==> src/hw/rtl/hdsp_pkg.sv <==
// Shared types and constants for the HTTP date string parser.
`default_nettype none

package hdsp_pkg;

    // One input word: a byte of the date string plus its start mark.
    typedef struct packed {
        logic [7:0] char_byte;
        logic       first;
    } in_word_t;

    // One result word.
    typedef struct packed {
        logic       bad_format;
        logic [2:0] weekday;
        logic [3:0] month;
        logic [4:0] day_of_month;
        logic [4:0] hours;
        logic [5:0] minutes;
        logic [5:0] seconds;
        logic [9:0] years_since_1900;
    } out_word_t;

    localparam logic [4:0] LAST_POS = 5'd28;

    // What the back end does with a classified byte.
    localparam logic [2:0] KIND_CHECK = 3'd0;
    localparam logic [2:0] KIND_HOLD_LO = 3'd1;
    localparam logic [2:0] KIND_HOLD_SHIFT = 3'd2;
    localparam logic [2:0] KIND_DAY = 3'd3;
    localparam logic [2:0] KIND_MON = 3'd4;
    localparam logic [2:0] KIND_DIGIT = 3'd5;

    // Accumulator selects.
    localparam int unsigned NUM_FIELDS = 6;
    localparam logic [2:0] FLD_DAY = 3'd0;
    localparam logic [2:0] FLD_CENT = 3'd1;
    localparam logic [2:0] FLD_YEAR = 3'd2;
    localparam logic [2:0] FLD_HOUR = 3'd3;
    localparam logic [2:0] FLD_MIN = 3'd4;
    localparam logic [2:0] FLD_SEC = 3'd5;

    // Classified byte passed from front to back.
    typedef struct packed {
        logic       start;
        logic       last;
        logic [2:0] kind;
        logic [2:0] field;
        logic       bad;
        logic [3:0] digit;
        logic [7:0] char_byte;
    } op_t;

endpackage

`default_nettype wire

==> src/hw/rtl/hdsp_front.sv <==
// Front end: tracks the byte position and classifies each byte.
`default_nettype none

module hdsp_front (
    input  wire logic             aclk,
    input  wire logic             aresetn,
    input  wire logic             s_valid,
    output logic                  s_ready,
    input  wire hdsp_pkg::in_word_t s_data,
    output logic                  op_valid,
    input  wire logic             op_ready,
    output hdsp_pkg::op_t         op_data
);

    localparam logic [7:0] CH_COMMA = 8'h2C;
    localparam logic [7:0] CH_SPACE = 8'h20;
    localparam logic [7:0] CH_COLON = 8'h3A;
    localparam logic [7:0] CH_G = 8'h47;
    localparam logic [7:0] CH_M = 8'h4D;
    localparam logic [7:0] CH_T = 8'h54;
    localparam logic [7:0] CH_ZERO = 8'h30;
    localparam logic [7:0] CH_NINE = 8'h39;

    logic [4:0] pos_reg;
    logic [4:0] pos_next;
    logic [4:0] pos_eff;
    logic       accept;
    logic       is_last;
    logic [2:0] kind;
    logic [2:0] field;
    logic       fixed;
    logic [7:0] want;
    logic       is_digit;
    logic [7:0] digit_off;

    assign accept = s_valid && s_ready;
    assign s_ready = op_ready;
    assign op_valid = s_valid;

    // A start mark forces position zero.
    assign pos_eff = s_data.first ? 5'd0 : pos_reg;
    assign is_last = (pos_eff == hdsp_pkg::LAST_POS);
    assign pos_next = is_last ? 5'd0 : pos_eff + 5'd1;

    always_comb begin
        kind = hdsp_pkg::KIND_CHECK;
        field = hdsp_pkg::FLD_DAY;
        fixed = 1'b0;
        want = CH_SPACE;
        unique case (pos_eff)
            5'd0, 5'd8: begin
                kind = hdsp_pkg::KIND_HOLD_LO;
            end
            5'd1, 5'd9: begin
                kind = hdsp_pkg::KIND_HOLD_SHIFT;
            end
            5'd2: begin
                kind = hdsp_pkg::KIND_DAY;
            end
            5'd10: begin
                kind = hdsp_pkg::KIND_MON;
            end
            5'd3: begin
                fixed = 1'b1;
                want = CH_COMMA;
            end
            5'd4, 5'd7, 5'd11, 5'd16, 5'd25: begin
                fixed = 1'b1;
                want = CH_SPACE;
            end
            5'd19, 5'd22: begin
                fixed = 1'b1;
                want = CH_COLON;
            end
            5'd26: begin
                fixed = 1'b1;
                want = CH_G;
            end
            5'd27: begin
                fixed = 1'b1;
                want = CH_M;
            end
            5'd28: begin
                fixed = 1'b1;
                want = CH_T;
            end
            5'd5, 5'd6: begin
                kind = hdsp_pkg::KIND_DIGIT;
                field = hdsp_pkg::FLD_DAY;
            end
            5'd12, 5'd13: begin
                kind = hdsp_pkg::KIND_DIGIT;
                field = hdsp_pkg::FLD_CENT;
            end
            5'd14, 5'd15: begin
                kind = hdsp_pkg::KIND_DIGIT;
                field = hdsp_pkg::FLD_YEAR;
            end
            5'd17, 5'd18: begin
                kind = hdsp_pkg::KIND_DIGIT;
                field = hdsp_pkg::FLD_HOUR;
            end
            5'd20, 5'd21: begin
                kind = hdsp_pkg::KIND_DIGIT;
                field = hdsp_pkg::FLD_MIN;
            end
            5'd23, 5'd24: begin
                kind = hdsp_pkg::KIND_DIGIT;
                field = hdsp_pkg::FLD_SEC;
            end
            default: begin
                kind = hdsp_pkg::KIND_CHECK;
            end
        endcase
    end

    assign is_digit = (s_data.char_byte >= CH_ZERO) && (s_data.char_byte <= CH_NINE);
    assign digit_off = s_data.char_byte - CH_ZERO;

    always_comb begin
        op_data.start = (pos_eff == 5'd0);
        op_data.last = is_last;
        op_data.kind = kind;
        op_data.field = field;
        op_data.char_byte = s_data.char_byte;
        // A non-digit adds zero and flags the string.
        op_data.digit = is_digit ? digit_off[3:0] : 4'd0;
        if (fixed) begin
            op_data.bad = (s_data.char_byte != want);
        end else begin
            op_data.bad = (kind == hdsp_pkg::KIND_DIGIT) && !is_digit;
        end
    end

    always_ff @(posedge aclk) begin
        if (!aresetn) begin
            pos_reg <= 5'd0;
        end else if (accept) begin
            pos_reg <= pos_next;
        end
    end

`ifndef SYNTH
    a_wrap_after_last: assert property (@(posedge aclk) disable iff (!aresetn)
        (accept && is_last) |=> (pos_reg == 5'd0))
        else $error("position did not wrap after the last byte");
`endif

endmodule

`default_nettype wire

==> src/hw/rtl/hdsp_fifo.sv <==
// Short queue of classified bytes between front and back.
`default_nettype none

module hdsp_fifo #(
    parameter int unsigned DEPTH = 4
) (
    input  wire logic          aclk,
    input  wire logic          aresetn,
    input  wire logic          push_valid,
    output logic               push_ready,
    input  wire hdsp_pkg::op_t push_data,
    output logic               pop_valid,
    input  wire logic          pop_ready,
    output hdsp_pkg::op_t      pop_data
);

    localparam int unsigned PTR_W = (DEPTH > 1) ? $clog2(DEPTH) : 1;
    localparam int unsigned CNT_W = $clog2(DEPTH + 1);
    localparam logic [PTR_W-1:0] PTR_LAST = PTR_W'(DEPTH - 1);
    localparam logic [CNT_W-1:0] CNT_FULL = CNT_W'(DEPTH);

    hdsp_pkg::op_t    slot_reg [DEPTH];
    logic [PTR_W-1:0] wr_ptr_reg;
    logic [PTR_W-1:0] rd_ptr_reg;
    logic [CNT_W-1:0] cnt_reg;
    logic [CNT_W-1:0] cnt_next;
    logic             push_fire;
    logic             pop_fire;

    assign push_ready = (cnt_reg != CNT_FULL);
    assign pop_valid = (cnt_reg != '0);
    assign pop_data = slot_reg[rd_ptr_reg];
    assign push_fire = push_valid && push_ready;
    assign pop_fire = pop_valid && pop_ready;

    always_comb begin
        cnt_next = cnt_reg;
        priority if (push_fire && !pop_fire) begin
            cnt_next = cnt_reg + CNT_W'(1);
        end else if (pop_fire && !push_fire) begin
            cnt_next = cnt_reg - CNT_W'(1);
        end
    end

    always_ff @(posedge aclk) begin
        if (push_fire) begin
            slot_reg[wr_ptr_reg] <= push_data;
        end
    end

    always_ff @(posedge aclk) begin
        if (!aresetn) begin
            wr_ptr_reg <= '0;
            rd_ptr_reg <= '0;
            cnt_reg <= '0;
        end else begin
            cnt_reg <= cnt_next;
            if (push_fire) begin
                wr_ptr_reg <= (wr_ptr_reg == PTR_LAST) ? '0 : wr_ptr_reg + PTR_W'(1);
            end
            if (pop_fire) begin
                rd_ptr_reg <= (rd_ptr_reg == PTR_LAST) ? '0 : rd_ptr_reg + PTR_W'(1);
            end
        end
    end

`ifndef SYNTH
    a_count_tracks: assert property (@(posedge aclk) disable iff (!aresetn)
        (push_fire && !pop_fire) |=> (cnt_reg == $past(cnt_reg) + CNT_W'(1)))
        else $error("queue count lost a push");
`endif

endmodule

`default_nettype wire

==> src/hw/rtl/hdsp_back.sv <==
// Back end: name decode, digit accumulation, range checks and result register.
`default_nettype none

module hdsp_back (
    input  wire logic             aclk,
    input  wire logic             aresetn,
    input  wire logic             op_valid,
    output logic                  op_ready,
    input  wire hdsp_pkg::op_t    op_data,
    output logic                  m_valid,
    input  wire logic             m_ready,
    output hdsp_pkg::out_word_t   m_data
);

    function automatic logic [3:0] day_lookup(input logic [23:0] name);
        logic [3:0] res;
        begin
            unique case (name)
                24'h53756E: res = 4'b1_000; // Sun
                24'h4D6F6E: res = 4'b1_001; // Mon
                24'h547565: res = 4'b1_010; // Tue
                24'h576564: res = 4'b1_011; // Wed
                24'h546875: res = 4'b1_100; // Thu
                24'h467269: res = 4'b1_101; // Fri
                24'h536174: res = 4'b1_110; // Sat
                default:    res = 4'b0_000;
            endcase
            return res;
        end
    endfunction

    function automatic logic [4:0] month_lookup(input logic [23:0] name);
        logic [4:0] res;
        begin
            unique case (name)
                24'h4A616E: res = 5'h10; // Jan
                24'h466562: res = 5'h11; // Feb
                24'h4D6172: res = 5'h12; // Mar
                24'h417072: res = 5'h13; // Apr
                24'h4D6179: res = 5'h14; // May
                24'h4A756E: res = 5'h15; // Jun
                24'h4A756C: res = 5'h16; // Jul
                24'h417567: res = 5'h17; // Aug
                24'h536570: res = 5'h18; // Sep
                24'h4F6374: res = 5'h19; // Oct
                24'h4E6F76: res = 5'h1A; // Nov
                24'h446563: res = 5'h1B; // Dec
                default:    res = 5'h00;
            endcase
            return res;
        end
    endfunction

    localparam int unsigned NF = hdsp_pkg::NUM_FIELDS;

    logic        err_reg, err_cur, err_next;
    logic [15:0] hold_reg, hold_cur, hold_next;
    logic [2:0]  wd_reg, wd_cur, wd_next;
    logic [3:0]  mon_reg, mon_cur, mon_next;
    logic [6:0]  acc_reg [NF];
    logic [6:0]  acc_cur [NF];
    logic [6:0]  acc_next [NF];
    logic [3:0]  day_hit;
    logic [4:0]  mon_hit;
    logic        out_free;
    logic        pop_fire;
    logic        fin_err;
    logic [6:0]  cent_off;
    logic [9:0]  years;
    logic        m_valid_reg, m_valid_next;
    hdsp_pkg::out_word_t m_data_reg, m_data_next;

    assign out_free = !m_valid_reg || m_ready;
    // Hold the last byte of a string until the result register can take it.
    assign op_ready = !op_data.last || out_free;
    assign pop_fire = op_valid && op_ready;

    assign day_hit = day_lookup({hold_cur, op_data.char_byte});
    assign mon_hit = month_lookup({hold_cur, op_data.char_byte});

    always_comb begin
        err_cur = op_data.start ? 1'b0 : err_reg;
        hold_cur = op_data.start ? 16'd0 : hold_reg;
        wd_cur = op_data.start ? 3'd0 : wd_reg;
        mon_cur = op_data.start ? 4'd0 : mon_reg;
        for (int i = 0; i < NF; i++) begin
            acc_cur[i] = op_data.start ? 7'd0 : acc_reg[i];
        end
    end

    always_comb begin
        err_next = err_cur | op_data.bad;
        hold_next = hold_cur;
        wd_next = wd_cur;
        mon_next = mon_cur;
        for (int i = 0; i < NF; i++) begin
            acc_next[i] = acc_cur[i];
        end
        unique case (op_data.kind)
            hdsp_pkg::KIND_HOLD_LO: begin
                hold_next = {8'd0, op_data.char_byte};
            end
            hdsp_pkg::KIND_HOLD_SHIFT: begin
                hold_next = {hold_cur[7:0], op_data.char_byte};
            end
            hdsp_pkg::KIND_DAY: begin
                if (day_hit[3]) begin
                    wd_next = day_hit[2:0];
                end else begin
                    err_next = 1'b1;
                end
            end
            hdsp_pkg::KIND_MON: begin
                if (mon_hit[4]) begin
                    mon_next = mon_hit[3:0];
                end else begin
                    err_next = 1'b1;
                end
            end
            hdsp_pkg::KIND_DIGIT: begin
                for (int i = 0; i < NF; i++) begin
                    if (op_data.field == 3'(i)) begin
                        // acc * 10 + digit, kept to seven bits
                        acc_next[i] = {acc_cur[i][3:0], 3'b000}
                                    + {acc_cur[i][5:0], 1'b0}
                                    + {3'b000, op_data.digit};
                    end
                end
            end
            default: begin
                hold_next = hold_cur;
            end
        endcase
    end

    // Final range checks; the accumulators are settled before the last byte.
    always_comb begin
        cent_off = acc_next[hdsp_pkg::FLD_CENT] - 7'd19;
        years = ({6'd0, cent_off[3:0]} * 10'd100) + {3'd0, acc_next[hdsp_pkg::FLD_YEAR]};
        fin_err = err_next
            || (acc_next[hdsp_pkg::FLD_CENT] < 7'd19)
            || (acc_next[hdsp_pkg::FLD_CENT] > 7'd29)
            || (acc_next[hdsp_pkg::FLD_YEAR] > 7'd99)
            || (acc_next[hdsp_pkg::FLD_DAY] < 7'd1)
            || (acc_next[hdsp_pkg::FLD_DAY] > 7'd31)
            || (acc_next[hdsp_pkg::FLD_HOUR] < 7'd1)
            || (acc_next[hdsp_pkg::FLD_HOUR] > 7'd24)
            || (acc_next[hdsp_pkg::FLD_MIN] > 7'd59)
            || (acc_next[hdsp_pkg::FLD_SEC] > 7'd59)
            || ((acc_next[hdsp_pkg::FLD_CENT] == 7'd29)
                && (acc_next[hdsp_pkg::FLD_YEAR] != 7'd0));
    end

    always_comb begin
        m_valid_next = m_valid_reg;
        m_data_next = m_data_reg;
        priority if (pop_fire && op_data.last) begin
            m_valid_next = 1'b1;
            m_data_next = '0;
            m_data_next.bad_format = fin_err;
            if (!fin_err) begin
                m_data_next.weekday = wd_next;
                m_data_next.month = mon_next;
                m_data_next.day_of_month = acc_next[hdsp_pkg::FLD_DAY][4:0];
                m_data_next.hours = acc_next[hdsp_pkg::FLD_HOUR][4:0];
                m_data_next.minutes = acc_next[hdsp_pkg::FLD_MIN][5:0];
                m_data_next.seconds = acc_next[hdsp_pkg::FLD_SEC][5:0];
                m_data_next.years_since_1900 = years;
            end
        end else if (m_ready) begin
            m_valid_next = 1'b0;
        end
    end

    always_ff @(posedge aclk) begin
        if (!aresetn) begin
            err_reg <= 1'b0;
            hold_reg <= 16'd0;
            wd_reg <= 3'd0;
            mon_reg <= 4'd0;
            for (int i = 0; i < NF; i++) begin
                acc_reg[i] <= 7'd0;
            end
            m_valid_reg <= 1'b0;
        end else begin
            m_valid_reg <= m_valid_next;
            if (pop_fire) begin
                err_reg <= err_next;
                hold_reg <= hold_next;
                wd_reg <= wd_next;
                mon_reg <= mon_next;
                for (int i = 0; i < NF; i++) begin
                    acc_reg[i] <= acc_next[i];
                end
            end
        end
    end

    always_ff @(posedge aclk) begin
        m_data_reg <= m_data_next;
    end

    assign m_valid = m_valid_reg;
    assign m_data = m_data_reg;

`ifndef SYNTH
    a_last_gives_result: assert property (@(posedge aclk) disable iff (!aresetn)
        (pop_fire && op_data.last) |=> m_valid)
        else $error("last byte consumed without a result");
    a_error_clears_fields: assert property (@(posedge aclk) disable iff (!aresetn)
        (m_valid && m_data.bad_format) |-> (m_data.weekday == 3'd0
            && m_data.month == 4'd0 && m_data.day_of_month == 5'd0
            && m_data.hours == 5'd0 && m_data.years_since_1900 == 10'd0))
        else $error("error result carries field values");
    a_no_overwrite: assert property (@(posedge aclk) disable iff (!aresetn)
        (m_valid && !m_ready) |=> (m_valid && $stable(m_data)))
        else $error("pending result overwritten");
`endif

endmodule

`default_nettype wire

==> src/hw/rtl/http_date_string_parser.sv <==
// Top level of the HTTP date string parser.
//
//   channel  direction  handshake           payload
//   s_       in         s_valid / s_ready   s_data  (hdsp_pkg::in_word_t)
//   m_       out        m_valid / m_ready   m_data  (hdsp_pkg::out_word_t)
//
// One byte is taken per cycle while the queue has room; the back end drains one byte per
// cycle unless a last byte waits. The 29th byte of a string loads the result register.
// Reset clears the position counter, the queue and m_valid; the result data is not reset.
// A stalled result holds the last byte in the queue; the queue then fills and drops s_ready.
`default_nettype none

module http_date_string_parser #(
    parameter int unsigned FIFO_DEPTH = 4
) (
    input  wire logic                aclk,
    input  wire logic                aresetn,
    input  wire logic                s_valid,
    output logic                     s_ready,
    input  wire hdsp_pkg::in_word_t  s_data,
    output logic                     m_valid,
    input  wire logic                m_ready,
    output hdsp_pkg::out_word_t      m_data
);

    logic          fr_valid;
    logic          fr_ready;
    hdsp_pkg::op_t fr_op;
    logic          bk_valid;
    logic          bk_ready;
    hdsp_pkg::op_t bk_op;

    hdsp_front u_front (
        .aclk     (aclk),
        .aresetn  (aresetn),
        .s_valid  (s_valid),
        .s_ready  (s_ready),
        .s_data   (s_data),
        .op_valid (fr_valid),
        .op_ready (fr_ready),
        .op_data  (fr_op)
    );

    hdsp_fifo #(
        .DEPTH (FIFO_DEPTH)
    ) u_fifo (
        .aclk       (aclk),
        .aresetn    (aresetn),
        .push_valid (fr_valid),
        .push_ready (fr_ready),
        .push_data  (fr_op),
        .pop_valid  (bk_valid),
        .pop_ready  (bk_ready),
        .pop_data   (bk_op)
    );

    hdsp_back u_back (
        .aclk     (aclk),
        .aresetn  (aresetn),
        .op_valid (bk_valid),
        .op_ready (bk_ready),
        .op_data  (bk_op),
        .m_valid  (m_valid),
        .m_ready  (m_ready),
        .m_data   (m_data)
    );

endmodule

`default_nettype wire
==> config.mk <==
export PLATFORM = sky130hd
export DESIGN_NAME = http_date_string_parser
export DESIGN_NICKNAME = d
export VERILOG_FILES = /design/src/hw/rtl/hdsp_pkg.sv /design/src/hw/rtl/hdsp_front.sv /design/src/hw/rtl/hdsp_fifo.sv /design/src/hw/rtl/hdsp_back.sv /design/src/hw/rtl/http_date_string_parser.sv
export SDC_FILE = /design/constraint.sdc
export NUM_CORES = 1
export LEC_CHECK = 0
export ABC_AREA = 1
export BUFFER_PORTS_ARGS = -buffer_cell sky130_fd_sc_hd__buf_2
export CORE_MARGIN = 5
export CORE_UTILIZATION = 50
export DETAILED_ROUTE_END_ITERATION = 10
export PLACE_DENSITY = 0.67
export RECOVER_POWER = 25
export REMOVE_ABC_BUFFERS = 1
export SETUP_SLACK_MARGIN = 0.3
export SLEW_MARGIN = 20
export SYNTH_ARGS = -nofsm -noshare
export SYNTH_HDL_FRONTEND = slang
export SYNTH_SLANG_ARGS = --single-unit
export TNS_END_PERCENT = 5
==> constraint.sdc <==
create_clock -name aclk -period 5.8 [get_ports aclk]
set_input_delay 1.16 -clock aclk [delete_from_list [all_inputs] [get_ports aclk]]
set_output_delay 1.16 -clock aclk [all_outputs]
set_load 0.02 [all_outputs]
==> flow_summary.ini, run 1 <==
[outcome]
outcome = completed

[global_route]
grtUsageTotal_pct = 20.59
grt_util_met3_pct = 2.934
use_met1_pct = 27.37
grt_first_pass_wirelength_um = 49380
grt.overflow.total = 0
antenna_found_initial = 0
grt_start_max_net_pins = 45
first_global_vias = 10070
global_route.peak_usage_layer = met2
met2_usage_pct = 35.73

[critical_path]
timing.reg2reg.worst_path_depth = 26
cp.arrival_ns = 5.22
critical_path.reg2reg.endpoint = u_back.m_data[9]$_SDFFCE_PP0P_
crit_path_start_kind = flip-flop
critical_path_fanout_max = 22
worst_setup_path_class = reg2reg
timing.critical_path.required_ns = 6.05
setup.worst_path.end_class = flip-flop
setup.reg_to_reg.worst_slack_ns = 0.83

[min_path]
min_from = u_back.mon_reg[0]$_SDFFE_PN0P_
worst_hold_path_type = reg2reg
hold_depth = 2
timing.hold.worst_endpoint = u_back.mon_reg[0]$_SDFFE_PN0P_

[finish]
drive_above_1_share_pct = 10.56
final_util_pct = 56.39
antenna_cells = 0
multiInputGateArea_um2 = 6103
fin_nets = 1774
stdcell_area_um2 = 14280
area.growth.synth_to_final_pct = 10.34
seq_area_um2 = 5767
largest_register_ff_count = 84
final.fill_count = 2348

[sta]
layout_worst_path_cycle_share_pct = 85.67
worst_slew_margin_rel_pct = 1.510
fin_skew_ns = 0.01491
finalCriticalPeriod_ns = 4.969
timing.final.hold_violations = 0
unrepaired_setup_endpoints_after_global_routing = false
final.setup.tns_ns = 0
finalMaxSlewViolations = 0
worst_pin_slew_ns = 1.477
fmaxAchievable_mhz = 201.3
setup-violations-final = 0

[logic_synthesis]
synth-warning-count = 0
synth_top_area_share_pct = 38.51
yosysUniqueCellTypes = 48
synth-seq-area-share_pct = 44.54
syn-instance-count = 1621
synth_top_cells_by_count = sky130_fd_sc_hd__nand2_1 (478), sky130_fd_sc_hd__inv_1 (210), sky130_fd_sc_hd__nor2_1 (191)
asyncSetResetFlopFracSynth_pct = 0
ys_dominant_reg_cell = sky130_fd_sc_hd__edfxtp_1
post-synth-top-area-cell = sky130_fd_sc_hd__edfxtp_1
edff_count_synth = 166
synth_seq_cells = 205
avgSynthCellArea_um2 = 7.985
synth.top_cells.by_area = sky130_fd_sc_hd__edfxtp_1 (39%), sky130_fd_sc_hd__nand2_1 (14%), sky130_fd_sc_hd__ha_1 (6.8%), sky130_fd_sc_hd__inv_1 (6.1%), sky130_fd_sc_hd__dfxtp_1 (6.0%)
yosys.cell_count.top_type = sky130_fd_sc_hd__nand2_1
syn_area_um2 = 12940

[clock_tree]
ctsHtreeMaxLevel = 1
cts_setup_buffers = 0
numClockSinks = 205
ctsHoldBuffers = 0
tritoncts.num_buffers = 24
cts_max_path_buffers = 3
ctsRootBufferMaster = sky130_fd_sc_hd__clkbuf_16
cts.clk_slew.worst_paths_ns = 0.06
clock_latency_on_the_worst_skew_pair_ns = 0.53
tritoncts_clock_tree = done

[routing]
routed_wl_um = 29940
drc = 0
antenna_left = 0
detail_route.first_pass.iterations = 5
wire_per_inst_um = 14.79
vias_per_cell = 5.153
detail_route.iter0.violations = 691
via_count = 10430

[place]
place_area_um2 = 13510
gp_congestion = 0.9203
dp_hpwl_um = 21500
port-buffer-count = 54

[power]
total_power_uw = 7400
cellPowerDensity_nw_per_um2 = 518.1
total_leakage_power_uw = 0.006588
ir_worst_vdd_mv = 0.3020

[floorplanning]
coreArea_um2 = 25330
floorplan.die.width_um = 170.9
die-area_um2 = 29210
boundaryPins = 55
placementRows = 58
initial_utilization_pct = 51.11
die_h_um = 170.9

[flow_run]
drv_cap = 0
kinds of logic (layout without fill, tap and decap cells):
family | count (synthesis) | after routing | synth area share (%)
buffers and inverters | 258 | 332 | 8.381
and+or+nand+nor | 912 | 912 | 30.45
xor gates and xnor gates | 28 | 28 | 1.895
AOI/OAI and AO/OA | 134 | 134 | 5.800
DFF | 205 | 205 | 44.54
adders and majority gates | 84 | 84 | 8.932
routing by layer:
| metal | vias to the layer above | routed length (µm) |
|---|---|---|
| met4 | 0 | 598 |
| met2 | 231 | 14300 |
| met3 | 42 | 1601 |
| met1 | 4805 | 13440 |
| li1 | 5356 | - |
| met5 | - | 0 |
layout by cell type, fill, tap and decap left out, drive strengths merged, types with 14 or more instances in the layout:
| master | n |
|---|---|
| a21oi | 42 |
| buf | 59 |
| clkbuf | 40 |
| dfxtp | 39 |
| edfxtp | 166 |
| fa | 14 |
| ha | 70 |
| inv | 215 |
| nand2 | 489 |
| nand3 | 133 |
| nand3b | 17 |
| nor2 | 241 |
| nor3 | 14 |
| o21ai | 61 |
| xor2 | 19 |
timing repair:
action                                  4_1_cts  5_1_grt
resized for setup                             0        1
endpoints found under the setup margin        0        3
endpoints found under the hold margin         0        0
critical path, cell delays in order, from the launching register on:
cell and delay (ns):
sky130_fd_sc_hd__dfxtp_2 0.53, sky130_fd_sc_hd__inv_2 0.20, sky130_fd_sc_hd__nand2_1 0.09, sky130_fd_sc_hd__nand3_1 0.08
sky130_fd_sc_hd__nand2_2 0.45, sky130_fd_sc_hd__nand2_1 0.21, sky130_fd_sc_hd__nor2_1 0.18, sky130_fd_sc_hd__inv_1 0.09
sky130_fd_sc_hd__nand2_1 0.06, sky130_fd_sc_hd__inv_1 0.04, sky130_fd_sc_hd__ha_1 0.20, sky130_fd_sc_hd__inv_1 0.08
sky130_fd_sc_hd__fa_1 0.41, sky130_fd_sc_hd__inv_1 0.06, sky130_fd_sc_hd__nand2_1 0.05, sky130_fd_sc_hd__o21ai_0 0.11
sky130_fd_sc_hd__inv_1 0.10, sky130_fd_sc_hd__nand3_1 0.13, sky130_fd_sc_hd__nand2_1 0.11, sky130_fd_sc_hd__ha_1 0.19
sky130_fd_sc_hd__ha_1 0.28, sky130_fd_sc_hd__ha_1 0.29, sky130_fd_sc_hd__inv_1 0.06, sky130_fd_sc_hd__o21ai_0 0.29
sky130_fd_sc_hd__nand2_1 0.10, sky130_fd_sc_hd__xor2_1 0.23, sky130_fd_sc_hd__nor2_4 0.05
stage by stage:
step	hold slack [ns]	std cells	worst slack [ns]
2_1_floorplan	0.4258	1579	0.02665
3_3_place_gp	0.4359	1981	0.7677
3_5_place_dp	0.4414	1981	0.5793
4_1_cts	0.4538	2025	0.5702
5_1_grt	0.4831	2025	0.3511
6_report	0.4535	2025	0.8312
layout make-up:
| type | instances | share of cell area, % |
|---|---|---|
| Tap cell | 330 | 2.891 |
| Sequential cell | 205 | 40.38 |
| Multi-Input combinational cell | 1158 | 42.73 |
| Inverter | 216 | 5.677 |
| Clock buffer | 27 | 4.424 |
| Timing Repair Buffer | 72 | 2.760 |
| Clock inverter | 17 | 1.139 |
worst max path at each step:
stage | startpoint | end | slack [ns]
after floorplan | flip-flop | u_back.m_data[39]$_DFFE_PP_ | 0.03
after global routing | flip-flop | u_back.m_data[9]$_SDFFCE_PP0P_ | 0.35
final | flip-flop | u_back.m_data[9]$_SDFFCE_PP0P_ | 0.83
after detailed placement | flip-flop | u_back.m_data[9]$_SDFFCE_PP0P_ | 0.58
after global placement | flip-flop | u_back.m_data[9]$_SDFFCE_PP0P_ | 0.77
after CTS | flip-flop | u_back.m_data[9]$_SDFFCE_PP0P_ | 0.57
where the power goes:
part | internal (µW) | switching, µW
combinational | 1160 | 2560
sequential | 2040 | 144
clock | 879 | 617
(Power assumes the default switching activity.)
==> inputs of run 2 (changes only) <==
==> constraint.sdc (replaced) <==
create_clock -name aclk -period 5.8 [get_ports aclk]
set_input_delay 1.74 -clock aclk [delete_from_list [all_inputs] [get_ports aclk]]
set_output_delay 1.74 -clock aclk [all_outputs]
set_load 0.02 [all_outputs]
==> flow_summary.ini, run 2 (synthesis gave the netlist of run 1 again) <==
[critical_path]
setup.worst_path.end_class = flip-flop
path_cells = inv_2, clkbuf_1, nand2_1, nand3_1, nand2_1, inv_1, nor2_8, nand2_2, o21ai_1, ha_1, inv_1, xor2_1, ha_1, ha_1, inv_1, o21ai_0, nand2_1, xor2_1, nor2_4
critical_path_fanout_max = 26
cp.arrival_ns = 5.30
crit_path_start_kind = flip-flop
setup.reg_to_reg.worst_slack_ns = 0.75
timing.critical_path.required_ns = 6.04
critPathSlowestCell = sky130_fd_sc_hd__dfxtp_2
timing.critical_path.slowest_cell_delay_ns = 0.54
worst_setup_path_class = reg2reg

[sta]
timing.final.hold_violations = 0
layout_worst_path_cycle_share_pct = 87.14
finalCriticalPeriod_ns = 5.054
fmaxAchievable_mhz = 197.9
unrepaired_setup_endpoints_after_global_routing = false
worst_pin_slew_ns = 1.537
finalMaxSlewViolations = 22
fin_skew_ns = 0.01717
worst_slew_margin_rel_pct = -2.484
setup-violations-final = 0
final.setup.tns_ns = 0

[finish]
mostFrequentLayoutCell = sky130_fd_sc_hd__nand2_1
instances_no_fill = 2024
fin_nets = 1775
drive_above_1_share_pct = 9.032
area.growth.synth_to_final_pct = 9.995
largest_register_ff_count = 84
antenna_cells = 0
top_library_cells_by_usage_in_the_layout_fill_and_taps_aside = sky130_fd_sc_hd__nand2_1 (478), sky130_fd_sc_hd__inv_1 (208), sky130_fd_sc_hd__nor2_1 (187)

[global_route]
grt.overflow.total = 0
grt_first_pass_wirelength_um = 50130
antenna_found_initial = 0
grt_start_max_net_pins = 43
first_global_vias = 10200
grtUsageTotal_pct = 20.83

[outcome]
violations = capacitance limit, slew limit
outcome = finished with violations

[floorplanning]
placementRows = 58
initial_utilization_pct = 51.11
die_h_um = 170.9
coreArea_um2 = 25330
boundaryPins = 55
floorplan.die.width_um = 170.9
die-area_um2 = 29210

[place]
dp_hpwl_um = 21910
placedCellCount = 1982
port-buffer-count = 54
gp_congestion = 0.9113

[clock_tree]
ctsHoldBuffers = 0
tritoncts_clock_tree = done
clock_latency_on_the_worst_skew_pair_ns = 0.52
ctsHtreeMaxLevel = 1
cts_max_path_buffers = 3
numClockSinks = 205
ctsRootBufferMaster = sky130_fd_sc_hd__clkbuf_16
cts_setup_buffers = 0
cts.repair.resized = 0
tritoncts.num_buffers = 24
cts.clk_slew.worst_paths_ns = 0.06

[routing]
detail_route.first_pass.iterations = 5
wire_per_inst_um = 14.89
antenna_left = 0
vias_per_cell = 5.174
detail_route.iter0.violations = 744
routed_wl_um = 30130
drc = 0
via_count = 10470

[flow_run]
drv_cap = 1

[power]
ir_worst_vdd_mv = 0.3357
cellPowerDensity_nw_per_um2 = 518.3
total_leakage_power_uw = 0.006510

[min_path]
worst_hold_path_type = reg2reg
[run 2: changes by cell type in the layout (fill, tap and decap cells not counted), sizes merged]
cell,before,now
clkbuf,40,65
clkinv,12,8
buf,59,38
inv,215,214
[run 2: area by class of cell]
class / count / area [µm²]
clock buffer: 30 / 644.4
inverter: 216 / 810.8
sequential: 205 / 5767
timing repair buffer: 73 / 376.6
tap: 330 / 412.9
multi-input combinational: 1158 / 6108
clock inverter: 12 / 117.6
fill: 2377 / 11090
[run 2: report_power, final]
group | internal, µW | leakage [µW] | switching [µW]
Sequential | 2040 | 0.00194 | 147
Combinational | 1140 | 0.00421 | 2570
Clock | 874 | 0.000362 | 601
Total | 4060 | 0.00651 | 3320
[run 2: final timing paths]
| check | start | end | cells after the start |
|---|---|---|---|
| hold reg to reg | u_back.mon_reg[0]$_SDFFE_PN0P_ | u_back.mon_reg[0]$_SDFFE_PN0P_ | 2 |
| setup reg to reg | flip-flop | u_back.m_data[9]$_SDFFCE_PP0P_ | 19 |
| setup / recovery | flip-flop | u_back.m_data[9]$_SDFFCE_PP0P_ | 19 |
| hold / removal | u_back.mon_reg[0]$_SDFFE_PN0P_ | u_back.mon_reg[0]$_SDFFE_PN0P_ | 2 |
[run 2: critical path, delay by kind of cell, from the launching register on]
family,cells,cell delay (ns)
AOI/OAI and AO/OA,2,0.70
xor gates and xnor gates,2,0.40
adders and majority gates,3,0.90
buffers and inverters,5,1.11
DFF,1,0.54
and+or+nand+nor,7,1.12
[run 2: layer usage]
| layer | global-route usage, % | up-vias | share of wire [%] |
|---|---|---|---|
| li1 | - | 5362 | - |
| met1 | 27.97 | 4835 | 46 |
| met2 | 36.06 | 222 | 47 |
| met3 | 2.565 | 53 | 4.6 |
| met4 | 5.339 | 0 | 2.4 |
| met5 | 0 | - | 0 |
[run 2: metrics by stage]
stage,hold slack [ns],power [µW],utilization [%],setup slack (ns),area (µm²)
2_1_floorplan,0.4258,4878,-,0.02665,12670
6_report,0.4532,7379,56.21,0.7457,14240
5_1_grt,0.4767,8019,56.21,0.3563,14240
4_1_cts,0.4531,7450,56.38,0.4689,14280
3_5_place_dp,0.4414,5957,53.37,0.4960,13520
3_3_place_gp,0.4359,5870,53.37,0.7633,13520
==> inputs of run 3 (changes only) <==
--- a/config.mk
+++ b/config.mk
@@ -7,11 +7,11 @@
 export LEC_CHECK = 0
 export ABC_AREA = 1
 export BUFFER_PORTS_ARGS = -buffer_cell sky130_fd_sc_hd__buf_2
+export CAP_MARGIN = 5
 export CORE_MARGIN = 5
 export CORE_UTILIZATION = 50
 export DETAILED_ROUTE_END_ITERATION = 10
 export PLACE_DENSITY = 0.67
-export RECOVER_POWER = 25
 export REMOVE_ABC_BUFFERS = 1
 export SETUP_SLACK_MARGIN = 0.3
 export SLEW_MARGIN = 20
==> constraint.sdc (replaced) <==
create_clock -name aclk -period 5.8 [get_ports aclk]
set_input_delay 1.74 -clock aclk [delete_from_list [all_inputs] [get_ports aclk]]
set_output_delay 1.74 -clock aclk [all_outputs]
set_load 0.1 [all_outputs]
==> flow_summary.ini, run 3 (synthesis gave the netlist of run 1 again) <==
[routing]
wire_per_inst_um = 14.85
via_count = 10550
antenna_left = 0
detail_route.iter0.violations = 773
vias_per_cell = 5.211
detail_route.first_pass.iterations = 5
drc = 0
routed_wl_um = 30070

[power]
p_comb_share_pct = 54.5
swShare_pct = 49.30
total_power_uw = 8047
total_leakage_power_uw = 0.006614
cellPowerDensity_nw_per_um2 = 563.3
sequentialPowerShare_pct = 27.2
clock_power_share_pct = 18.3
ir_worst_vdd_mv = 0.3985
power.internal_uw = 4080
power.switching_uw = 3967

[critical_path]
crit_buf_inv = 8
crit_path_frequent_cell = sky130_fd_sc_hd__inv_1
cp.arrival_ns = 5.19
critical_path_fanout_max = 18
worst_setup_path_class = reg2reg
timing.critical_path.slowest_cell_delay_ns = 0.53
critPathSlowestCell = sky130_fd_sc_hd__dfxtp_2
critical-path-top-delay-family = adder cells
timing.critical_path.required_ns = 6.04
crit_path_start_kind = flip-flop
setup.worst_path.end_class = flip-flop

[global_route]
antenna_found_initial = 0
grtUsageTotal_pct = 20.83
grt.overflow.total = 0
grt_first_pass_wirelength_um = 50130
grt_start_max_net_pins = 43
first_global_vias = 10200

[sta]
fin_skew_ns = 0.01649
setup-violations-final = 0
unrepaired_setup_endpoints_after_global_routing = false
timing.final.hold_violations = 0
final.setup.tns_ns = 0
worst_slew_margin_rel_pct = 30.91
finalCriticalPeriod_ns = 4.942
layout_worst_path_cycle_share_pct = 85.21
fmaxAchievable_mhz = 202.3
worst_pin_slew_ns = 1.035
finalMaxSlewViolations = 0

[floorplanning]
boundaryPins = 55
floorplan.die.width_um = 170.9
initial_utilization_pct = 51.11
die_h_um = 170.9
placementRows = 58
coreArea_um2 = 25330
die-area_um2 = 29210

[finish]
drive_above_1_share_pct = 11.10
final.fill_count = 2361
fin_nets = 1775
seq_area_um2 = 5767
area.growth.synth_to_final_pct = 10.37
antenna_cells = 0
multiInputGateArea_um2 = 6108
final_util_pct = 56.41
largest_register_ff_count = 84
mostFrequentLayoutCell = sky130_fd_sc_hd__nand2_1
top_library_cells_by_usage_in_the_layout_fill_and_taps_aside = sky130_fd_sc_hd__nand2_1 (478), sky130_fd_sc_hd__inv_1 (208), sky130_fd_sc_hd__nor2_1 (187)

[flow_run]
drv_cap = 0

[min_path]
worst_hold_path_type = reg2reg

[clock_tree]
clock_latency_on_the_worst_skew_pair_ns = 0.52
tritoncts.num_buffers = 24
ctsHoldBuffers = 0
ctsRootBufferMaster = sky130_fd_sc_hd__clkbuf_16
numClockSinks = 205
tritoncts_clock_tree = done
cts.clk_slew.worst_paths_ns = 0.06
ctsHtreeMaxLevel = 1
cts_max_path_buffers = 3
cts.repair.resized = 0
cts_setup_buffers = 0

[place]
dp_hpwl_um = 21910
gp_congestion = 0.9113
port-buffer-count = 54

[outcome]
outcome = completed
## run 3: cell type report
type / count / share of cell area (%)
flip-flops and latches: 205 / 40.37
clock buffers: 30 / 4.510
inverters: 216 / 5.675
well taps: 330 / 2.890
clock inverters: 12 / 0.8233
repair buffers: 73 / 2.978
multi-input cells: 1158 / 42.76
## run 3: power groups by stage
stage | Clock, µW | Sequential, µW | Combinational (µW)
detailed placement | 0 | 2220 | 4390
CTS | 1500 | 2190 | 4410
global route | 1570 | 2230 | 4890
finish | 1470 | 2190 | 4390
floorplan | 0 | 3000 | 2540
global placement | 0 | 2210 | 4320
## run 3: final timing paths
check,from,endpoint,slack (ns),cells past startpoint
min reg2reg,u_back.wd_reg[0]$_SDFFE_PN0P_,u_back.wd_reg[0]$_SDFFE_PN0P_,0.46,2
max,flip-flop,u_back.m_data[9]$_SDFFCE_PP0P_,0.86,25
max reg2reg,flip-flop,u_back.m_data[9]$_SDFFCE_PP0P_,0.86,25
min,u_back.wd_reg[0]$_SDFFE_PN0P_,u_back.wd_reg[0]$_SDFFE_PN0P_,0.46,2
## run 3: per-stage QoR
stage               hold slack, ns  instances  setup WS (ns)  instance area [µm²]
floorplan                   0.4258       1579        0.02665                12670
global placement            0.4359       1982         0.7633                13520
detailed placement          0.4414       1982         0.4960                13520
CTS                         0.4531       2024         0.4689                14280
global route                0.4767       2024         0.4183                14290
finish                      0.4561       2024         0.8577                14290
## run 3: metal layers
| layer | global-route usage (%) | wire length, µm | up-vias |
|---|---|---|---|
| met5 | 0 | 0 | - |
| met4 | 5.339 | 692 | 0 |
| met3 | 2.565 | 1571 | 49 |
| met2 | 36.06 | 14260 | 275 |
| met1 | 27.97 | 13540 | 4870 |
| li1 | - | - | 5354 |
## run 3: worst register-to-register path, cell delays in order, from the launching register on
cell	delay (ns)
sky130_fd_sc_hd__dfxtp_2	0.53
sky130_fd_sc_hd__inv_2	0.20
sky130_fd_sc_hd__or2_2	0.32
sky130_fd_sc_hd__a32oi_1	0.21
sky130_fd_sc_hd__buf_4	0.21
sky130_fd_sc_hd__inv_1	0.11
sky130_fd_sc_hd__nand3_1	0.10
sky130_fd_sc_hd__nand2_1	0.06
sky130_fd_sc_hd__inv_1	0.05
sky130_fd_sc_hd__ha_1	0.23
sky130_fd_sc_hd__inv_1	0.09
sky130_fd_sc_hd__fa_1	0.39
sky130_fd_sc_hd__inv_1	0.06
sky130_fd_sc_hd__nand2_1	0.04
sky130_fd_sc_hd__o21ai_0	0.12
sky130_fd_sc_hd__inv_1	0.10
sky130_fd_sc_hd__nand3_1	0.14
sky130_fd_sc_hd__nand2_1	0.12
sky130_fd_sc_hd__ha_1	0.20
sky130_fd_sc_hd__ha_1	0.28
sky130_fd_sc_hd__ha_1	0.30
sky130_fd_sc_hd__inv_1	0.07
sky130_fd_sc_hd__o21ai_0	0.33
sky130_fd_sc_hd__nand2_1	0.11
sky130_fd_sc_hd__xor2_1	0.24
sky130_fd_sc_hd__nor2_4	0.06
